===== src/rtl/core/idea_pkg.sv =====
// Shared constants, types and modular arithmetic helpers for the IDEA encryptor.
`default_nettype none
package idea_pkg;
   localparam int ROUND_COUNT_DEF = 8;
   localparam int KEY_DEPTH       = 52;
   localparam int KEYS_PER_ROUND  = 6;
   localparam int CELL_STAGES     = 6;
   localparam logic [17:0] MUL_MODULUS = 18'h10001;

   localparam logic MODE_LOAD    = 1'b0;
   localparam logic MODE_ENCRYPT = 1'b1;

   typedef logic [3:0][15:0] blk_type;

   // Map word 0 onto 65536.
   function automatic logic [16:0] widen(logic [15:0] w);
      return (w == 16'd0) ? 17'h10000 : {1'b0, w};
   endfunction

   // Full product of two operands in 1..65536.
   function automatic logic [32:0] mul_full(logic [15:0] a, logic [15:0] b);
      return {16'd0, widen(a)} * {16'd0, widen(b)};
   endfunction

   // Reduce a product modulo 65537: low half minus high half, fold once.
   function automatic logic [15:0] mul_reduce(logic [32:0] p);
      logic [17:0] diff;
      diff = {2'b00, p[15:0]} - {1'b0, p[32:16]};
      if (diff[17]) begin
         diff = diff + MUL_MODULUS;
      end
      return diff[15:0];
   endfunction
endpackage
`default_nettype wire


===== src/rtl/core/idea_out_cell.sv =====
// Output transform of IDEA as a two-stage cell; its last stage is the result register.
`default_nettype none
module idea_out_cell (
   input  wire logic                  clock,
   input  wire logic                  reset,
   input  wire logic                  adv,
   input  wire logic [3:0][15:0]      key,
   input  wire logic                  in_valid,
   input  wire idea_pkg::blk_type     in_blk,
   output logic                       out_valid,
   output idea_pkg::blk_type          out_blk
);
   logic [1:0]  v_ff;
   logic [32:0] p0_ff, p3_ff;
   logic [15:0] w1_ff, w2_ff;
   idea_pkg::blk_type out_ff;

   always_ff @(posedge clock) begin
      if (reset) begin
         v_ff <= '0;
      end else if (adv) begin
         v_ff <= {v_ff[0], in_valid};
      end
   end

   always_ff @(posedge clock) begin
      if (adv) begin
         p0_ff     <= idea_pkg::mul_full(in_blk[0], key[0]);
         w1_ff     <= in_blk[2] + key[1];
         w2_ff     <= in_blk[1] + key[2];
         p3_ff     <= idea_pkg::mul_full(in_blk[3], key[3]);
         out_ff[0] <= idea_pkg::mul_reduce(p0_ff);
         out_ff[1] <= w1_ff;
         out_ff[2] <= w2_ff;
         out_ff[3] <= idea_pkg::mul_reduce(p3_ff);
      end
   end

   assign out_valid = v_ff[1];
   assign out_blk   = out_ff;
endmodule
`default_nettype wire


===== config.mk =====
export PLATFORM = sky130hd
export DESIGN_NAME = idea_out_cell
export DESIGN_NICKNAME = d
export VERILOG_FILES = /design/src/rtl/core/idea_pkg.sv /design/src/rtl/core/idea_out_cell.sv
export SDC_FILE = /design/constraint.sdc
export NUM_CORES = 2
export LEC_CHECK = 0
export BUFFER_PORTS_ARGS = -buffer_cell sky130_fd_sc_hd__buf_2
export CAP_MARGIN = 15
export CORE_UTILIZATION = 34
export DETAILED_ROUTE_END_ITERATION = 8
export GPL_TIMING_DRIVEN = 0
export MAX_ROUTING_LAYER = met4
export PLACE_DENSITY_LB_ADDON = 0.1
export SETUP_SLACK_MARGIN = 0.02
export SLEW_MARGIN = 15
export SYNTH_ARGS = -nofsm -noshare
export SYNTH_HDL_FRONTEND = slang
export SYNTH_SLANG_ARGS = --single-unit

===== constraint.sdc =====
create_clock -name clock -period 10 [get_ports clock]
set_input_delay 0 -clock clock [delete_from_list [all_inputs] [get_ports clock]]
set_output_delay 0 -clock clock [all_outputs]
set_load 0.005 [all_outputs]

==> summary.txt <==
status = completed
root buf cell = clkbuf_16
clock slew at reported path FFs = 0.06 ns
worst vdd ir = 393 uV
Placer Congestion = 0.891
Synth Register Bits = 164
Leak = 14.7 nW
core area = 0.0793 mm2
Period minus WS final = 7.78 ns
Clock Path Buffers = 2
initial drt markers = 935
later-pin clock latency in the skew report = 0.44 ns
Global Route Usage Sum = 19.3%
FFs w/ async S/R, synth = 0%
CTS tree = done
P per Cell Area = 367 mW/mm2
Final Non-Filler Cells = 4137
PortBufs = 174
Num CTS Buffers = 17
die span in x = 285 um
Setup WS pre-CTS = 1.82 ns
final antenna-violating net count = 0
post-DR vias/cell = 4.79
Row Count = 103
Mapped Nets = 3716
number of global-route vias before repair = 21400
CP startpoint kind = input pin
total gr overflow = 0
synth warn = 0
Post-Syn Area per Cell = 9.54 um2
Peak Freq = 129 MHz
DR pass1 iterations = 5
Slew HR = 47.3%
largest net degree at the start of global routing = 105
starting density of the core = 34.5%
worst-margin pin slew = 0.771 ns
# setup viols final = 0
vias = 19800
Distinct cells, synth = 77
Tot Pwr = 11.1 mW
RSZ-0062 raised after global routing = false
WP data required = 10.17 ns
initial antenna violation count = 2
Layout area overhead = 11.0%
worst setup slack after layout = 2.22 ns
first-pass GRT wire length = 118 mm
die area = 0.0814 mm2
nets = 3925
total negative slack = 0 ns
ys flop type = edfxtp_1
Crit Path Class = input pin to register
Fin Hold WS = 0.0354 ns
cell area after synthesis = 0.0273 mm2
drc violations = 0
Util after Layout = 38.2%
maximum fanout along the worst path = 10
Slew Viols, Final = 0
WL final = 73.8 mm
sequential element share of the synthesized area = 18.0%
drt wl/cell = 17.8 um
worst clock skew = 0.00823 ns
layout cells sized above 1 = 7.43%
cell area after layout = 0.0303 mm2
endpoints failing hold = 0
Post-Syn Instances = 2862
die height = 285 um
CP arrival = 7.94 ns
period utilization = 77.8%
fill count = 8031
CTS H-tree depth = 4
EDFF count, synth = 162
Ports = 197
placed cell area = 0.0295 mm2
max_cap viols = 0
Worst Hold Class = input pin to register
clk sinks = 164
Cells after DPL = 4087
total setup buffers inserted after CTS = 0
crit end category = register
HPWL after DPL = 61.8 mm
path summary, 6_finish.rpt:
kind                                    startpoint               endpoint  slack (ns)  depth (start not counted)
worst max-delay path                    in_blk[14]    p0_ff[32]$_DFFE_PP_        2.22                         25
worst min-delay path                    in_blk[18]     w2_ff[2]$_DFFE_PP_        0.04                          3
worst max register to register  p3_ff[0]$_DFFE_PP_  out_blk[63]$_DFFE_PP_        6.64                         13
worst min register to register  w2_ff[5]$_DFFE_PP_  out_blk[37]$_DFFE_PP_        0.42                          0
state kept, by name, summed over array words and instances, names as in the netlist:
name and flops:
w2_ff 16, p3_ff 33, out_blk 64, w1_ff 16, p0_ff 33, v_ff 2
area by class of cell:
| class | count | area, um2 | area share, % |
|---|---|---|---|
| inverters | 622 | 2330 | 7.71 |
| clock buffers | 20 | 437 | 1.44 |
| flip-flops and latches | 164 | 4900 | 16.2 |
| clock inverters | 12 | 179 | 0.590 |
| multi-input cells | 1977 | 19700 | 65.0 |
| repair buffers | 190 | 1060 | 3.49 |
| diodes | 3 | 7.51 | 0.0248 |
| well taps | 1050 | 1310 | 4.34 |
| plain buffers | 99 | 373 | 1.23 |
layer usage:
metal / up-vias / global-route usage, % / routed length [um]
met5: - / - / 0
met4: 0 / 4.85 / 1530
met3: 79 / 2.34 / 3650
met2: 503 / 30.8 / 34200
met1: 9945 / 26.1 / 34400
li1: 9301 / - / -
cell families after synthesis:
family,share of synthesized area [%]
AND/OR/NAND/NOR,15.2
adder cells (fa/ha/maj),45.5
buffers and inverters,9.92
AO/OA/AOI/OAI,6.69
flip-flops,18.0
XOR/XNOR,4.58
multiplexers,0.156
power breakdown:
group	internal (mW)	switching [mW]	total (mW)
clock network	0.419	0.273	0.691
registers	1.45	0.0668	1.52
logic	3.72	5.19	8.90
total	5.58	5.53	11.1
cell usage after synthesis (6+ instances only):
library cell	number	area share [%]
ha_1	272	12
inv_1	621	8.5
nor2_1	60	0.82
nand2_1	373	5.1
nor2b_1	16	0.37
nand2b_1	13	0.30
o21ai_1	13	0.24
xor2_1	34	1.1
o21bai_1	13	0.36
and4_1	6	0.19
or3_1	9	0.21
a21oi_1	73	1.3
o21ai_0	32	0.59
o31a_1	6	0.19
nand4_1	6	0.14
clkbuf_1	93	1.3
a211oi_1	8	0.22
a21o_1	42	1.2
and2_1	255	5.8
fa_1	450	33
nand3_1	31	0.57
nor4_1	18	0.41
nor3_1	26	0.48
edfxtp_1	162	18
xnor2_1	107	3.4
o21a_1	23	0.63
and3_1	10	0.23
o41ai_1	6	0.19
cells in the final DEF (no fill, tap or decap), types with 5 or more instances in the layout:
master	instances
a211oi_1	8
a21o_1	42
a21oi_1	73
and2_1	255
and3_1	10
and4_1	6
buf_1	5
buf_2	174
clkbuf_1	96
clkbuf_16	17
dlygate4sd3_1	15
edfxtp_1	162
fa_1	450
ha_1	272
inv_1	621
nand2_1	373
nand2b_1	13
nand3_1	31
nand4_1	6
nor2_1	60
nor2b_1	16
nor3_1	26
nor4_1	18
o2111ai_1	5
o21a_1	23
o21ai_0	32
o21ai_1	13
o21bai_1	13
o31a_1	6
o41ai_1	6
or3_1	9
xnor2_1	107
xor2_1	34
what timing repair did:
item	in CTS	in global routing
hold buffers	15	0
hold endpoints to repair	17	0
resized for setup	0	0
critical path: stages:
cell and delay [ns]:
clkbuf_1 0.26, nor4_1 0.42, and4_1 0.26, clkbuf_1 0.48
clkbuf_1 0.53, nand2_1 0.16, fa_1 0.54, fa_1 0.48
fa_1 0.60, inv_1 0.07, fa_1 0.49, fa_1 0.49
inv_1 0.05, fa_1 0.48, inv_1 0.04, ha_1 0.26
clkbuf_1 0.19, a21o_1 0.23, a31oi_1 0.23, o2111ai_1 0.24
a31oi_1 0.34, o21ai_1 0.22, a41oi_1 0.28, o21bai_1 0.11
xnor2_1 0.46
Note: power is estimated with default switching activity, not from simulation.
