<file path="src/rtl/core/idea_pkg.sv">
// Shared constants, types and modular arithmetic helpers for the IDEA encryptor.
`default_nettype none
package idea_pkg;
   localparam int ROUND_COUNT_DEF = 8;
   localparam int KEY_DEPTH       = 52;
   localparam int KEYS_PER_ROUND  = 6;
   localparam int CELL_STAGES     = 6;
   localparam logic [17:0] MUL_MODULUS = 18'h10001;

   localparam logic MODE_LOAD    = 1'b0;
   localparam logic MODE_ENCRYPT = 1'b1;

   typedef logic [3:0][15:0] blk_type;

   // Map word 0 onto 65536.
   function automatic logic [16:0] widen(logic [15:0] w);
      return (w == 16'd0) ? 17'h10000 : {1'b0, w};
   endfunction

   // Full product of two operands in 1..65536.
   function automatic logic [32:0] mul_full(logic [15:0] a, logic [15:0] b);
      return {16'd0, widen(a)} * {16'd0, widen(b)};
   endfunction

   // Reduce a product modulo 65537: low half minus high half, fold once.
   function automatic logic [15:0] mul_reduce(logic [32:0] p);
      logic [17:0] diff;
      diff = {2'b00, p[15:0]} - {1'b0, p[32:16]};
      if (diff[17]) begin
         diff = diff + MUL_MODULUS;
      end
      return diff[15:0];
   endfunction
endpackage
`default_nettype wire

</file>
<file path="src/rtl/core/idea_round_cell.sv">
// One IDEA round as a six-stage pipeline cell.
`default_nettype none
module idea_round_cell (
   input  wire logic                  clock,
   input  wire logic                  reset,
   input  wire logic                  adv,
   input  wire logic [5:0][15:0]      key,
   input  wire logic                  in_valid,
   input  wire idea_pkg::blk_type     in_blk,
   output logic                       out_valid,
   output idea_pkg::blk_type          out_blk
);
   logic [5:0]  v_ff;
   logic [32:0] pa_ff, pd_ff, pe_ff, pf_ff;
   logic [15:0] b1_ff, c1_ff;
   logic [15:0] a2_ff, b2_ff, c2_ff, d2_ff, e2_ff, f2_ff;
   logic [15:0] a3_ff, b3_ff, c3_ff, d3_ff, f3_ff;
   logic [15:0] a4_ff, b4_ff, c4_ff, d4_ff, e4_ff, f4_ff;
   logic [15:0] a5_ff, b5_ff, c5_ff, d5_ff, e5_ff;
   idea_pkg::blk_type out_ff;
   logic [15:0] a2_in, d2_in, e4_in, f6_in, e6_in;

   assign a2_in = idea_pkg::mul_reduce(pa_ff);
   assign d2_in = idea_pkg::mul_reduce(pd_ff);
   assign e4_in = idea_pkg::mul_reduce(pe_ff);
   assign f6_in = idea_pkg::mul_reduce(pf_ff);
   assign e6_in = e5_ff + f6_in;

   always_ff @(posedge clock) begin
      if (reset) begin
         v_ff <= '0;
      end else if (adv) begin
         v_ff <= {v_ff[4:0], in_valid};
      end
   end

   always_ff @(posedge clock) begin
      if (adv) begin
         pa_ff <= idea_pkg::mul_full(in_blk[0], key[0]);
         b1_ff <= in_blk[1] + key[1];
         c1_ff <= in_blk[2] + key[2];
         pd_ff <= idea_pkg::mul_full(in_blk[3], key[3]);
         a2_ff <= a2_in;
         b2_ff <= b1_ff;
         c2_ff <= c1_ff;
         d2_ff <= d2_in;
         e2_ff <= a2_in ^ c1_ff;
         f2_ff <= b1_ff ^ d2_in;
         pe_ff <= idea_pkg::mul_full(e2_ff, key[4]);
         a3_ff <= a2_ff;
         b3_ff <= b2_ff;
         c3_ff <= c2_ff;
         d3_ff <= d2_ff;
         f3_ff <= f2_ff;
         e4_ff <= e4_in;
         f4_ff <= f3_ff + e4_in;
         a4_ff <= a3_ff;
         b4_ff <= b3_ff;
         c4_ff <= c3_ff;
         d4_ff <= d3_ff;
         pf_ff <= idea_pkg::mul_full(f4_ff, key[5]);
         e5_ff <= e4_ff;
         a5_ff <= a4_ff;
         b5_ff <= b4_ff;
         c5_ff <= c4_ff;
         d5_ff <= d4_ff;
         // mix and swap the middle words
         out_ff[0] <= a5_ff ^ f6_in;
         out_ff[1] <= c5_ff ^ f6_in;
         out_ff[2] <= b5_ff ^ e6_in;
         out_ff[3] <= d5_ff ^ e6_in;
      end
   end

   assign out_valid = v_ff[5];
   assign out_blk   = out_ff;
endmodule
`default_nettype wire

</file>
<file path="config.mk">
export PLATFORM = sky130hd
export DESIGN_NAME = idea_round_cell
export DESIGN_NICKNAME = d
export VERILOG_FILES = /design/src/rtl/core/idea_pkg.sv /design/src/rtl/core/idea_round_cell.sv
export SDC_FILE = /design/constraint.sdc
export NUM_CORES = 2
export LEC_CHECK = 0
export BUFFER_PORTS_ARGS = -buffer_cell sky130_fd_sc_hd__buf_2
export CAP_MARGIN = 20
export CORE_ASPECT_RATIO = 0.7
export CORE_UTILIZATION = 31
export CTS_CLUSTER_DIAMETER = 60
export DETAILED_ROUTE_END_ITERATION = 16
export GPL_ROUTABILITY_DRIVEN = 0
export PLACE_DENSITY = 0.5
export SLEW_MARGIN = 20
export SYNTH_ARGS = -nofsm -noshare
export SYNTH_HDL_FRONTEND = slang
export SYNTH_SLANG_ARGS = --single-unit
</file>
<file path="constraint.sdc">
create_clock -name clock -period 9.2 [get_ports clock]
set_input_delay 0.46 -clock clock [delete_from_list [all_inputs] [get_ports clock]]
set_output_delay 0.46 -clock clock [all_outputs]
set_load 0.05 [all_outputs]
</file>
==> run metrics <==
Highest Clock Rate=131.6 MHz; via density per instance=4.649; final core occ=34.54%; number of CTS-inserted buffers=75; Post-CTS Setup Bufs=0; Synth top area share=28.39%; setup slack, reg-to-reg=1.60 ns; Syn Nets=7747; Post-synth top cells=1228 x inv_1, 900 x fa_1, 760 x nand2_1; # IOs=229; top cells by area, synth=fa_1 28%, edfxtp_1 27%, ha_1 11%; worst hold path endpoint=b1_ff[0]$_DFFE_PP_; total gr overflow=0; die area=206600 µm²; core area=202700 µm²; RSZ-0062 raised after global routing=no; Hold WC Path Type=input port to register; Hold Path Depth=2; status=completed; pre-CTS setup slack=1.438 ns; Global Route Usage Sum=16.30%; EDFF count, synth=580; most repeated cell in the gate-level netlist after synthesis=inv_1; CP Data Arrival Time=8.00 ns; Port Buffers=228; setup_tns=0 ns; root buffer cell=clkbuf_16; final WL=165200 µm; largest net degree at the start of global routing=168; R2R depth=22; Clock Latency Late Sink=0.68 ns; crit-path max FO=18; endpoint class of the critical path=register; end of the worst register-to-register path=pf_ff[30]$_DFFE_PP_; Nets=7875; Cell Area, Synth=63470 µm²; Pins Over Slew Limit=0; Slew @ Worst Pin=1.133 ns; crit share post-route=82.60%; Seq/Total Area, Yosys=27.63%; Netlist cell types=93; hold path start=in_blk[16]; # rows=138; Worst-path clk slew=0.06 ns; Layout Cells excl Fill=9059; share of cells above drive strength 1=6.480%; die height=380.6 µm; Post-DP HPWL=130300 µm; final hold violation count=0; FILL cells=20650; CP Launch Type=register; final worst slack=1.601 ns; CTS Buffer Depth=3; clock sinks=586; average wire per standard cell=18.24 µm; syn avg cell area=10.34 µm²; placed cells=8918; Seq cells post-synth=586; first-pass GRT wire length=259800 µm; CTS tree=yes; Die X-Extent=542.8 µm; crit path kind=register to register; number of antenna violations at the first check in global routing=4; Ys Warns=0; Final min period=7.599 ns; drt first-iter violations=3248; Synth Flop Type=edfxtp_1; Max Cap Viol=0; Max Clock Skew=0.06035 ns; via count=42120; WP data required=9.61 ns; post-synthesis async set-or-reset flop share=0%; Reg2Reg Launch Point=f4_ff[2]$_DFFE_PP_; vias in the first global route=43690; CTS H-tree depth=3; Slew HR=24.48%; Mapped Cells=6139; Initial Util=31.31%; Syn-to-layout area delta=10.31%; DRT Pass-1 Iters=6; DRC Markers=0; setup violators final=0; Routed Antenna Nets=0; area leader, netlist=fa_1
[critical path, stage by stage (launching register included)]
cell,delay [ns]
edfxtp_1,0.77
nor4_1,0.37
and4_1,0.70
nand2_1,0.17
fa_1,0.53
fa_1,0.54
inv_1,0.05
fa_1,0.48
fa_1,0.53
fa_1,0.50
inv_1,0.05
fa_1,0.47
inv_1,0.04
ha_1,0.38
nand4_1,0.17
a21oi_1,0.07
a21o_1,0.20
a21oi_1,0.22
o211ai_1,0.14
a31oi_1,0.39
a21oi_1,0.20
o21a_1,0.25
xor2_1,0.14
[logic make-up (layout without fill, tap and decap cells)]
family	after synthesis	count (layout)	share of synthesized area [%]
AND/OR/NAND/NOR	1774	1774	13.91
AO/OA/AOI/OAI	540	540	5.648
multiplexers	14	14	0.2267
other	0	2	0
adder cells (fa/ha/maj)	1444	1444	39.11
buffers and inverters	1430	1618	8.460
flip-flops	586	586	27.63
XOR/XNOR	351	351	5.013
[per-stage QoR]
stage          hold WS [ns]  cell area (µm²)
6_report            0.08215            70010
5_1_grt             0.03867            70010
4_1_cts             0.01095            70010
3_5_place_dp         0.4045            67490
3_3_place_gp         0.4005            67490
2_1_floorplan        0.4003            63470
[flip-flops by register name, indices dropped and copies added, names as in the netlist, 33 cells and up]
signal   flops
out_blk     64
pa_ff       33
pd_ff       33
pe_ff       33
pf_ff       33
[routing by layer]
layer	vias up	share of wire, %	wire (µm)	global-route usage, %
li1	19670	-	-	-
met1	21320	50	82380	24.78
met2	970	43	71380	24.44
met3	155	5.1	8437	2.135
met4	2	1.8	2984	3.487
met5	-	0.0079	13	0
[layout make-up]
class                           instances  area (µm²)  area share, %
Multi-Input combinational cell       4123       40570          57.94
Sequential cell                       586       17540          25.05
Inverter                             1228        4609          6.584
Tap cell                             2730        3416          4.879
Clock buffer                           88        1926          2.750
Timing Repair Buffer                  253        1381          1.973
Clock inverter                         49       574.3         0.8203
Antenna cell                            2       5.005       0.007148
[how the worst max path moves through the flow]
stage	startpoint	to
floorplan	key[64]	pe_ff[31]$_DFFE_PP_
global placement	key[64]	pe_ff[29]$_DFFE_PP_
detailed placement	key[64]	pe_ff[31]$_DFFE_PP_
CTS	f4_ff[2]$_DFFE_PP_	pf_ff[32]$_DFFE_PP_
global route	f4_ff[9]$_DFFE_PP_	pf_ff[30]$_DFFE_PP_
finish	f4_ff[2]$_DFFE_PP_	pf_ff[30]$_DFFE_PP_
[cell usage in the layout (no fill, tap or decap), drive strengths merged, types with 28 or more instances in the layout]
cell type / Yosys / final
nand3: 53 / 53
fa: 900 / 900
xnor2: 211 / 211
o21ai: 111 / 111
a21o: 59 / 59
ha: 544 / 544
buf: 2 / 251
nor2b: 36 / 36
nand4: 28 / 28
a21oi: 156 / 156
and2: 513 / 513
nor3: 59 / 59
nor4: 37 / 37
and3: 31 / 31
xor2: 135 / 135
nand2: 760 / 760
nand2b: 30 / 30
o21a: 42 / 42
inv: 1228 / 1238
clkbuf: 200 / 88
clkinv: 0 / 30
nor2: 155 / 155
edfxtp: 580 / 580
[timing repair]
item                                   in CTS  in global routing
hold buffers                                2                  0
endpoints found under the hold margin       6                  0
gates resized for setup                     0                  0
Power is not shown: default switching activity piles up to over one toggle a cycle in this logic, so the estimate is an artifact.
